[src/hdl/at_path_mention_scanner_defines.svh]
// Assertion macros shared by the mention scanner RTL.
`ifndef AT_PATH_MENTION_SCANNER_DEFINES_SVH
`define AT_PATH_MENTION_SCANNER_DEFINES_SVH

// Same-cycle implication, disabled while reset is high.
`define ATPM_ASSERT_NOW(label, clk_sig, rst_sig, ante, cons, msg) \
  label: assert property (@(posedge clk_sig) disable iff (rst_sig) (ante) |-> (cons)) \
    else $error(msg);

// Next-cycle implication, disabled while reset is high.
`define ATPM_ASSERT_NEXT(label, clk_sig, rst_sig, ante, cons, msg) \
  label: assert property (@(posedge clk_sig) disable iff (rst_sig) (ante) |=> (cons)) \
    else $error(msg);

`endif

[src/hdl/atpm_pkg.sv]
// Shared constants, types and helpers for the mention scanner.
package atpm_pkg;

  localparam int POSITION_BITS = 16;
  localparam int OUT_BITS      = 16;

  localparam logic [POSITION_BITS-1:0] POS_MAX = {POSITION_BITS{1'b1}};

  localparam logic [7:0] CH_AT        = 8'h40;
  localparam logic [7:0] CH_DOT       = 8'h2E;
  localparam logic [7:0] CH_SLASH     = 8'h2F;
  localparam logic [7:0] CH_BACKSLASH = 8'h5C;
  localparam logic [7:0] CH_UNDERLINE = 8'h5F;
  localparam logic [7:0] CH_DASH      = 8'h2D;
  localparam logic [7:0] CH_PLUS      = 8'h2B;
  localparam logic [7:0] CH_TILDE     = 8'h7E;
  localparam logic [7:0] CH_HASH      = 8'h23;
  localparam logic [7:0] CH_DIGIT_LO  = 8'h30;
  localparam logic [7:0] CH_DIGIT_HI  = 8'h39;
  localparam logic [7:0] CH_UPPER_LO  = 8'h41;
  localparam logic [7:0] CH_UPPER_HI  = 8'h5A;
  localparam logic [7:0] CH_LOWER_LO  = 8'h61;
  localparam logic [7:0] CH_LOWER_HI  = 8'h7A;

  typedef logic [POSITION_BITS-1:0] pos_t;
  typedef logic [OUT_BITS-1:0]      out_pos_t;

  // Classes of one text byte.
  typedef struct packed {
    logic is_path;
    logic is_dot;
    logic is_at;
    logic may_precede;
  } byte_class_t;

  // One scan step's result.
  typedef struct packed {
    logic     emit;
    out_pos_t start;
    out_pos_t stop;
  } scan_result_t;

  // Low OUT_BITS of a position, zero-extended when positions are narrower.
  function automatic out_pos_t to_out(pos_t v);
    logic [POSITION_BITS+OUT_BITS-1:0] wide;
    wide = {{OUT_BITS{1'b0}}, v};
    return wide[OUT_BITS-1:0];
  endfunction

endpackage

[src/hdl/at_path_mention_scanner.sv]
// Top level of the at-sign path mention scanner.
`include "at_path_mention_scanner_defines.svh"

// Streams text one byte per transaction and reports "@path" mentions as
// (mention_start, mention_end) byte offsets, mention_end exclusive with
// trailing dots trimmed. A text ends with the byte that carries end_of_text;
// all scan state but the stored run offsets clears after it. Each byte lands
// in an input register; when it advances, it is classified and folded into
// the scan state and any mention it closes goes to the output register. One
// byte per cycle is sustained while the output side does not stall. Offsets
// saturate at 65535.
module at_path_mention_scanner (
  input  logic        clk,
  input  logic        rst,
  input  logic        in_valid,
  output logic        in_stall,
  input  logic [7:0]  text_byte,
  input  logic        end_of_text,
  output logic        out_valid,
  input  logic        out_stall,
  output logic [15:0] mention_start,
  output logic [15:0] mention_end
);

  // Input register.
  logic       r_valid;
  logic [7:0] r_byte;
  logic       r_last;

  atpm_pkg::byte_class_t  cls;
  atpm_pkg::scan_result_t result;

  logic in_take;
  logic out_free;
  logic go;

  atpm_classify u_classify (
    .text_byte (r_byte),
    .cls       (cls)
  );

  atpm_scan u_scan (
    .clk    (clk),
    .rst    (rst),
    .go     (go),
    .last   (r_last),
    .cls    (cls),
    .result (result)
  );

  // Advance the held byte when the output slot can take its result, or when
  // it produces none.
  always_comb begin
    out_free = !out_valid || !out_stall;
    go       = r_valid && (out_free || !result.emit);
    in_stall = r_valid && !go;
    in_take  = in_valid && !in_stall;
  end

  always_ff @(posedge clk) begin
    if (rst) begin
      r_valid <= 1'b0;
    end else if (in_take) begin
      r_valid <= 1'b1;
    end else if (go) begin
      r_valid <= 1'b0;
    end
  end

  // Hold the payload of a byte until it is scanned.
  always_ff @(posedge clk) begin
    if (in_take) begin
      r_byte <= text_byte;
      r_last <= end_of_text;
    end
  end

  // Output register: load a new mention, drop the old one once taken.
  always_ff @(posedge clk) begin
    if (rst) begin
      out_valid <= 1'b0;
    end else if (go && result.emit) begin
      out_valid <= 1'b1;
    end else if (!out_stall) begin
      out_valid <= 1'b0;
    end
  end

  always_ff @(posedge clk) begin
    if (go && result.emit) begin
      mention_start <= result.start;
      mention_end   <= result.stop;
    end
  end

  `ATPM_ASSERT_NOW(a_stall_needs_byte, clk, rst, in_stall, r_valid, "input stalled with no byte held")
  `ATPM_ASSERT_NOW(a_no_overwrite, clk, rst, go && result.emit, out_free, "pending mention overwritten")
  `ATPM_ASSERT_NEXT(a_emit_shows, clk, rst, go && result.emit, out_valid, "emitted mention not presented")

endmodule

[src/hdl/atpm_classify.sv]
// Byte classifier: path byte, dot, at sign, and may-precede-at flags.
module atpm_classify (
  input  logic [7:0]           text_byte,
  output atpm_pkg::byte_class_t cls
);

  logic is_alnum;
  logic is_punct;

  always_comb begin
    is_alnum = text_byte inside {[atpm_pkg::CH_DIGIT_LO:atpm_pkg::CH_DIGIT_HI],
                                 [atpm_pkg::CH_UPPER_LO:atpm_pkg::CH_UPPER_HI],
                                 [atpm_pkg::CH_LOWER_LO:atpm_pkg::CH_LOWER_HI]};
    is_punct = text_byte inside {atpm_pkg::CH_SLASH, atpm_pkg::CH_BACKSLASH,
                                 atpm_pkg::CH_DOT, atpm_pkg::CH_UNDERLINE,
                                 atpm_pkg::CH_DASH, atpm_pkg::CH_PLUS,
                                 atpm_pkg::CH_TILDE, atpm_pkg::CH_HASH};
    cls.is_path     = is_alnum | is_punct;
    cls.is_dot      = (text_byte == atpm_pkg::CH_DOT);
    cls.is_at       = (text_byte == atpm_pkg::CH_AT);
    cls.may_precede = !is_alnum &&
                      !(text_byte inside {atpm_pkg::CH_DOT, atpm_pkg::CH_UNDERLINE,
                                          atpm_pkg::CH_DASH});
  end

endmodule

[src/hdl/atpm_scan.sv]
// Scan state: position counter, open-path tracking and result forming.
`include "at_path_mention_scanner_defines.svh"

module atpm_scan (
  input  logic                   clk,
  input  logic                   rst,
  input  logic                   go,
  input  logic                   last,
  input  atpm_pkg::byte_class_t  cls,
  output atpm_pkg::scan_result_t result
);

  atpm_pkg::pos_t byte_position;
  atpm_pkg::pos_t at_sign_position;
  atpm_pkg::pos_t trimmed_end;
  logic           seen_any_byte;
  logic           prev_may_precede;
  logic           inside_path;
  logic           has_non_dot;

  atpm_pkg::pos_t pos_next;
  atpm_pkg::pos_t end_value;
  logic           still_inside;
  logic           open_run;
  logic           adds_non_dot;

  always_comb begin
    pos_next     = (byte_position == atpm_pkg::POS_MAX) ? byte_position
                                                        : byte_position + atpm_pkg::pos_t'(1);
    still_inside = inside_path && cls.is_path;
    adds_non_dot = still_inside && !cls.is_dot;
    open_run     = !still_inside && cls.is_at && (!seen_any_byte || prev_may_precede);
    end_value    = adds_non_dot ? pos_next : trimmed_end;
    // Emit on a byte that closes a run holding a non-dot, or on the text's final byte while such a run is open.
    result.emit  = inside_path &&
                   (cls.is_path ? (last && (has_non_dot || adds_non_dot)) : has_non_dot);
    result.start = atpm_pkg::to_out(at_sign_position);
    result.stop  = atpm_pkg::to_out(end_value);
  end

  always_ff @(posedge clk) begin
    if (rst) begin
      byte_position    <= '0;
      seen_any_byte    <= 1'b0;
      prev_may_precede <= 1'b0;
      inside_path      <= 1'b0;
      has_non_dot      <= 1'b0;
    end else if (go) begin
      if (last) begin
        byte_position    <= '0;
        seen_any_byte    <= 1'b0;
        prev_may_precede <= 1'b0;
        inside_path      <= 1'b0;
        has_non_dot      <= 1'b0;
      end else begin
        byte_position    <= pos_next;
        seen_any_byte    <= 1'b1;
        prev_may_precede <= cls.may_precede;
        inside_path      <= still_inside || open_run;
        if (open_run) begin
          has_non_dot <= 1'b0;
        end else if (adds_non_dot) begin
          has_non_dot <= 1'b1;
        end else if (!still_inside) begin
          has_non_dot <= 1'b0;
        end
      end
    end
  end

  // Offsets of the open run; read only while a run is open.
  always_ff @(posedge clk) begin
    if (rst) begin
      at_sign_position <= '0;
      trimmed_end      <= '0;
    end else if (go && !last) begin
      if (open_run) begin
        at_sign_position <= byte_position;
        trimmed_end      <= pos_next;
      end else if (adds_non_dot) begin
        trimmed_end <= pos_next;
      end
    end
  end

  `ATPM_ASSERT_NEXT(a_last_clears, clk, rst, go && last, !inside_path && !seen_any_byte && (byte_position == '0), "state not cleared after final byte")
  `ATPM_ASSERT_NOW(a_run_after_byte, clk, rst, inside_path, seen_any_byte, "path run open before any byte")
  `ATPM_ASSERT_NOW(a_end_past_start, clk, rst, go && result.emit, (end_value > at_sign_position) || (at_sign_position == atpm_pkg::POS_MAX), "mention end not past its start")

endmodule
[config.mk]
export PLATFORM = sky130hd
export DESIGN_NAME = at_path_mention_scanner
export DESIGN_NICKNAME = d
export VERILOG_FILES = /design/src/hdl/atpm_pkg.sv /design/src/hdl/at_path_mention_scanner.sv /design/src/hdl/atpm_classify.sv /design/src/hdl/atpm_scan.sv
export VERILOG_INCLUDE_DIRS = /design/src /design/src/hdl
export SDC_FILE = /design/constraint.sdc
export NUM_CORES = 1
export LEC_CHECK = 0
export BUFFER_PORTS_ARGS = -buffer_cell sky130_fd_sc_hd__clkbuf_2
export CAP_MARGIN = 20
export CELL_PAD_IN_SITES_DETAIL_PLACEMENT = 0
export CELL_PAD_IN_SITES_GLOBAL_PLACEMENT = 2
export CORE_AREA = 2 2 106 108
export DETAILED_ROUTE_END_ITERATION = 16
export DIE_AREA = 0 0 108 110
export PLACE_DENSITY_LB_ADDON = 0.2
export SLEW_MARGIN = 20
export SYNTH_ARGS = -nofsm -noshare
export SYNTH_HDL_FRONTEND = slang
export SYNTH_SLANG_ARGS = --single-unit
[constraint.sdc]
create_clock -name clk -period 6.65 [get_ports clk]
set_clock_uncertainty 0.1 [all_clocks]
set_input_delay 1.33 -clock clk [delete_from_list [all_inputs] [get_ports clk]]
set_output_delay 1.33 -clock clk [all_outputs]
set_load 0.005 [all_outputs]
==> results.cfg, run 1 <==
[cells_and_area]
post-route-cell-area_sq_um = 4738
final_cell_mix = 54 x dfxtp_1, 53 x a21oi_1, 46 x clkbuf_2
layout-drive-gt1-share_pct = 22.65
stdcell_count = 586
antennaDiodeCount = 0
nets = 455
final_common_cell = dfxtp_1
fillers = 1035
syn2layout_area_growth_pct = 10.76

[worst_setup_path]
r2r_cells = 8
cp_slowest_cell = a211o_2
crit_start = r_byte[4]$_DFFE_PP_
path_cells = or4b_4 > maj3_2 > o22a_2 > a21bo_1 > a211o_2 > nor2_2 > clkbuf_2
worstReg2RegEnd = mention_end[13]$_DFFE_PP_
reg2reg_from = r_byte[4]$_DFFE_PP_
path_max_fanout = 44
crit_type = reg -> out
crit_path_end_kind = output port
ff2ff_setup_slack_ns = 2.24
slowest_delay_ns = 0.69
startpoint_type = flop
arrival_ns = 3.34
required_ns = 5.22

[logic_synthesis]
syn_area_sq_um = 4278
synth_top_family_by_area = compound AO/OA/AOI/OAI gates
synth_edf_count = 41
synth_compound_area_share_pct = 20.74
syn_nets = 421
ys_seq_area_share_pct = 54.05
synth_xor_xnor_area_share_pct = 2.252
synth_mux_area_share_pct = 2.077
yosys_warnings = 0
synth_ff_type = dfxtp_1
ys_seq_elements = 95
synth.distinct_cells = 63
synthTopCellsByArea = edfxtp_1 29%, dfxtp_1 25%, a21oi_1 6.3%, o21ai_0 3.6%, nand4_1 3.2%
syn_inst = 407
async_flop_share_pct = 0
synth-simple-area-share_pct = 14.07
yosysTopAreaCell = edfxtp_1
synth_fa_ha_area_share_pct = 0.5557
yosysTopAreaCellShare_pct = 28.78
avgSynthCellArea_sq_um = 10.51

[timing]
finalCriticalPeriod_ns = 4.774
drv_slew = 0
setup-tns-final_ns = 0
rsz0062_at_grt = no
post-route-period-util_pct = 71.79
tightest_slew_ns = 0.8865
fmax_ghz = 0.2095
timing_hold_violations_final = 0
relSlewSlack_pct = 40.84
final-setup-viol-count = 0

[place]
dp_hpwl_mm = 6.471
placed_area_sq_um = 4516
gp_congestion = 0.7605
dp.cells = 570
port_buffers = 46

[grt]
grt_pass1_vias = 3047
grt_pass1_wl_mm = 15.90
antenna_found_initial = 0
grt_overflow = 0
grt_max_degree = 51
grt_usage_pct = 17.50

[floorplan]
fp.coreArea_sq_um = 10700
die_h_microns = 110
initial_core_util_pct = 39.99
io_pins = 47
die_x_microns = 108
dieArea_sq_um = 11880
rows = 38

[worst_hold_path]
whs_path_depth = 0
hold_path.class = reg -> reg
min-delay-start = u_scan.at_sign_position[7]$_SDFFE_PP0P_
hold_end = mention_start[7]$_DFFE_PP_

[detailed_routing]
vias_per_cell = 5.486
dr_wl_met2_mm = 4.741
routed.top_layer = met4
wl_per_cell_microns = 16.78
via_count = 3215
wirelength_mm = 9.831
drt_first_pass_iters = 4
route.met3.wl_microns = 279
drt-met1-wl_mm = 4.643
drt_iter0_drc = 94
ant_nets = 0
drc = 0

[power]
pwr-share-comb_pct = 3.6
clkPwrFrac_pct = 39.1
swShare_pct = 21.73
p_int_uw = 846.6
cellPowerDensity_nw_per_um2 = 228.3
ir_drop_mv = 0.1201
p_seq_share_pct = 57.4
p_switching_uw = 235.1
leakage_uw = 0.001516

[clock_network]
cts_buffers = 9
root_buffer = clkbuf_8
h-tree-depth = 3
clk_pin_slew_ns = 0.09
clkSinkCount = 95
clockBufferDepth = 2
hold_buffers = 0
cts_resized = 0
cts_tree = built
clkLatencyLatePin_ns = 0.36
post_cts_buffers = 0

[run]
drv_cap = 0

[run_status]
outcome = finished, final reports clean
==> routing by layer <==
layer | up-vias | global-route usage [%]
li1 | 1591 | -
met1 | 1557 | 23.90
met2 | 55 | 27.54
met3 | 12 | 3.586
met4 | 0 | 6.502
met5 | - | 0
==> state kept, by name, indices dropped and copies added (netlist names) <==
signal	count
u_scan.has_non_dot	1
u_scan.prev_may_precede	1
mention_start	16
u_scan.seen_any_byte	1
u_scan.byte_position	16
u_scan.at_sign_position	16
out_valid	1
u_scan.trimmed_end	16
r_last	1
r_byte	8
mention_end	16
r_valid	1
u_scan.inside_path	1
==> cells in the mapped netlist (3+ instances only) <==
cell,count
o41ai_1,3
o21ai_0,31
dfxtp_1,54
nand3_1,15
xnor2_1,8
a211oi_1,10
edfxtp_1,41
xor2_1,3
buf_2,4
nand2_1,14
inv_1,13
nand4b_1,4
a21oi_1,54
o211ai_1,5
o31ai_1,5
mux2_2,7
nor2_2,3
nor3_1,5
clkbuf_8,4
buf_6,4
a31oi_1,3
and3_1,3
nor2b_1,3
clkbuf_1,9
nand4_1,22
nor2_1,26
o21ai_2,5
==> critical path: cells and delay by family (launching register included) <==
kind / cells / cell delay [ns]
compound gates: 3 / 1.21
fa+ha+maj: 1 / 0.31
buf+inv: 1 / 0.14
flops: 1 / 0.47
simple gates: 2 / 0.84
==> per-stage QoR <==
step	util (%)	power [uW]	setup WS (ns)	hold WS, ns
3_3_place_gp	42.21	672.0	2.288	0.3067
3_5_place_dp	42.21	672.8	2.192	0.3126
5_1_grt	44.29	1128	1.716	0.3429
2_1_floorplan	-	661.1	2.618	0.3019
6_report	44.29	1082	1.876	0.3307
4_1_cts	44.29	1095	1.859	0.3353
==> cells by family (layout without fill, tap and decap cells) <==
family / Yosys count / after routing
adder cells (fa/ha/maj): 2 / 2
XOR/XNOR: 11 / 11
AND/OR/NAND/NOR: 111 / 111
multiplexers: 8 / 8
flip-flops: 95 / 95
AO/OA/AOI/OAI: 138 / 138
buffers and inverters: 42 / 81
==> area by class of cell <==
class,count,area [sq um],area share [%]
timing repair buffer,52,275.3,5.809
multi-input combinational,270,1704,35.97
tap,140,175.2,3.697
inverter,13,48.80,1.030
sequential,95,2312,48.80
clock inverter,5,81.33,1.716
clock buffer,11,141.4,2.984
==> power groups by stage <==
stage,registers (uW),logic (uW),clock network [uW]
2_1_floorplan,629,31.8,0
3_3_place_gp,634,38.2,0
3_5_place_dp,634,38.8,0
4_1_cts,620,38.8,436
5_1_grt,622,42.8,463
6_report,620,38.6,423
==> worst max path at each step <==
stage / to / slack, ns / depth (start not counted)
6_report: in_stall / 1.88 / 7
4_1_cts: in_stall / 1.86 / 7
5_1_grt: in_stall / 1.72 / 7
3_5_place_dp: mention_end[3]$_DFFE_PP_ / 2.19 / 8
2_1_floorplan: mention_end[0]$_DFFE_PP_ / 2.62 / 8
3_3_place_gp: mention_end[3]$_DFFE_PP_ / 2.29 / 8
(Power assumes the default switching activity.)
==> inputs of run 2 (changes only) <==
--- a/config.mk
+++ b/config.mk
@@ -10,9 +10,9 @@
 export CAP_MARGIN = 20
 export CELL_PAD_IN_SITES_DETAIL_PLACEMENT = 0
 export CELL_PAD_IN_SITES_GLOBAL_PLACEMENT = 2
-export CORE_AREA = 2 2 106 108
+export CORE_AREA = 2 2 110 112
 export DETAILED_ROUTE_END_ITERATION = 16
-export DIE_AREA = 0 0 108 110
+export DIE_AREA = 0 0 112 114
 export PLACE_DENSITY_LB_ADDON = 0.2
 export SLEW_MARGIN = 20
 export SYNTH_ARGS = -nofsm -noshare
==> constraint.sdc (replaced) <==
create_clock -name clk -period 4.7 [get_ports clk]
set_clock_uncertainty 0.1 [all_clocks]
set_input_delay 0.94 -clock clk [delete_from_list [all_inputs] [get_ports clk]]
set_output_delay 0.94 -clock clk [all_outputs]
set_load 0.005 [all_outputs]
==> results.cfg, run 2 (synthesized netlist as in run 1, its figures left out) <==
[run_status]
outcome = finished, final reports clean

[detailed_routing]
via_count = 3284
ant_nets = 0
wl_per_cell_microns = 17.47
wirelength_mm = 10.39
drt_first_pass_iters = 5
drt_iter0_drc = 153
vias_per_cell = 5.519
drc = 0

[place]
dp.cells = 579
dp_hpwl_mm = 6.840
port_buffers = 46
gp_congestion = 0.8108

[clock_network]
cts_resized = 0
hold_buffers = 0
root_buffer = clkbuf_16
clkLatencyLatePin_ns = 0.35
h-tree-depth = 3
clk_pin_slew_ns = 0.06
post_cts_buffers = 0
cts_buffers = 9
cts_tree = built
clkSinkCount = 95
clockBufferDepth = 2

[run]
drv_cap = 0

[cells_and_area]
syn2layout_area_growth_pct = 13.02
layout-drive-gt1-share_pct = 22.54
nets = 457
antennaDiodeCount = 0
stdcell_count = 595
final_common_cell = dfxtp_1
final_cell_mix = 54 x dfxtp_1, 53 x a21oi_1, 46 x clkbuf_2

[timing]
relSlewSlack_pct = 49.64
tightest_slew_ns = 0.7538
timing_hold_violations_final = 0
finalCriticalPeriod_ns = 3.943
final-setup-viol-count = 0
rsz0062_at_grt = no
setup-tns-final_ns = 0
post-route-period-util_pct = 83.89
drv_slew = 0
fmax_ghz = 0.2536

[grt]
grt_max_degree = 43
grt_pass1_wl_mm = 17.25
grt_usage_pct = 17.33
grt_pass1_vias = 3232
grt_overflow = 0
antenna_found_initial = 0

[worst_setup_path]
crit_type = reg -> out
endpoint = in_stall
r2r_cells = 9
crit_path_end_kind = output port
crit_family = compound AO/OA/AOI/OAI gates
reg2reg_from = r_byte[4]$_DFFE_PP_
ff2ff_setup_slack_ns = 1.15
startpoint_type = flop
path_cells = or4b_4 > maj3_2 > o22a_2 > a21bo_1 > a211o_2 > nor2_2 > clkbuf_2
path_depth = 7
cp_slowest_cell = or4b_4
path_buf_inv = 1
crit_start = r_byte[4]$_DFFE_PP_
path_max_fanout = 7
worstReg2RegEnd = u_scan.byte_position[15]$_SDFFE_PP0N_
arrival_ns = 2.90
required_ns = 3.66
slowest_delay_ns = 0.58

[worst_hold_path]
hold_path.class = reg -> reg

[floorplan]
die_x_microns = 112
die_h_microns = 114
initial_core_util_pct = 36.53
io_pins = 47
rows = 40
fp.coreArea_sq_um = 11710
dieArea_sq_um = 12770

[power]
ir_drop_mv = 0.2065
leakage_uw = 0.001551
p_switching_uw = 364.1
cellPowerDensity_nw_per_um2 = 338.2
swShare_pct = 22.27
pwr-share-comb_pct = 3.4
p_int_uw = 1271
clkPwrFrac_pct = 42.8
p_seq_share_pct = 53.8
## run 2: power by group through the flow
stage	Combinational (uW)	Clock [uW]	Sequential, uW
2_1_floorplan	45.0	0	890
3_3_place_gp	55.8	0	897
3_5_place_dp	55.7	0	897
4_1_cts	56.2	710	879
5_1_grt	62.6	747	880
6_report	55.8	700	879
## run 2: worst reg2reg max path: stages (launching register included)
cell and delay [ns]:
edfxtp_1 0.47, or4b_4 0.58, maj3_2 0.32, o22a_2 0.28
a21bo_1 0.26, a211oi_4 0.52, buf_4 0.29, buf_4 0.31
nor3_1 0.09, a31o_2 0.23
## run 2: through the flow
step                      util [%]  cell area, sq um  worst slack, ns  hold slack, ns  total power [uW]
after CTS                    41.28              4835           0.7371          0.3262              1645
after detailed placement     38.91              4557            1.126          0.3111             952.5
after floorplan                  -              4278           0.6683          0.3019             935.4
final                        41.28              4835           0.7571          0.3267              1635
after global placement       38.91              4557            1.178          0.3103             952.7
after global routing         41.28              4835           0.6339          0.3436              1689
## run 2: layout make-up
cell class	instances	area [sq um]
inverters	13	48.80
repair buffers	54	302.8
clock buffers	13	260.3
well taps	147	183.9
flip-flops and latches	95	2312
multi-input cells	270	1709
fillers	1173	6877
clock inverters	3	17.52
## run 2: worst min-delay path by stage
stage	endpoint	start	cells after the start
2_1_floorplan	mention_start[0]$_DFFE_PP_	u_scan.at_sign_position[0]$_SDFFE_PP0P_	0
3_3_place_gp	mention_start[11]$_DFFE_PP_	u_scan.at_sign_position[11]$_SDFFE_PP0P_	0
3_5_place_dp	mention_start[0]$_DFFE_PP_	u_scan.at_sign_position[0]$_SDFFE_PP0P_	0
4_1_cts	mention_start[0]$_DFFE_PP_	u_scan.at_sign_position[0]$_SDFFE_PP0P_	0
5_1_grt	mention_start[11]$_DFFE_PP_	u_scan.at_sign_position[11]$_SDFFE_PP0P_	0
6_report	mention_start[5]$_DFFE_PP_	u_scan.at_sign_position[5]$_SDFFE_PP0P_	0
## run 2: per-layer routing
layer / up-vias / GRT usage [%] / routed length [microns]
met5: - / 0 / 0
met4: 0 / 8.374 / 274
met3: 19 / 3.241 / 567
met2: 91 / 26.02 / 4429
met1: 1568 / 24.25 / 5124
li1: 1606 / - / -
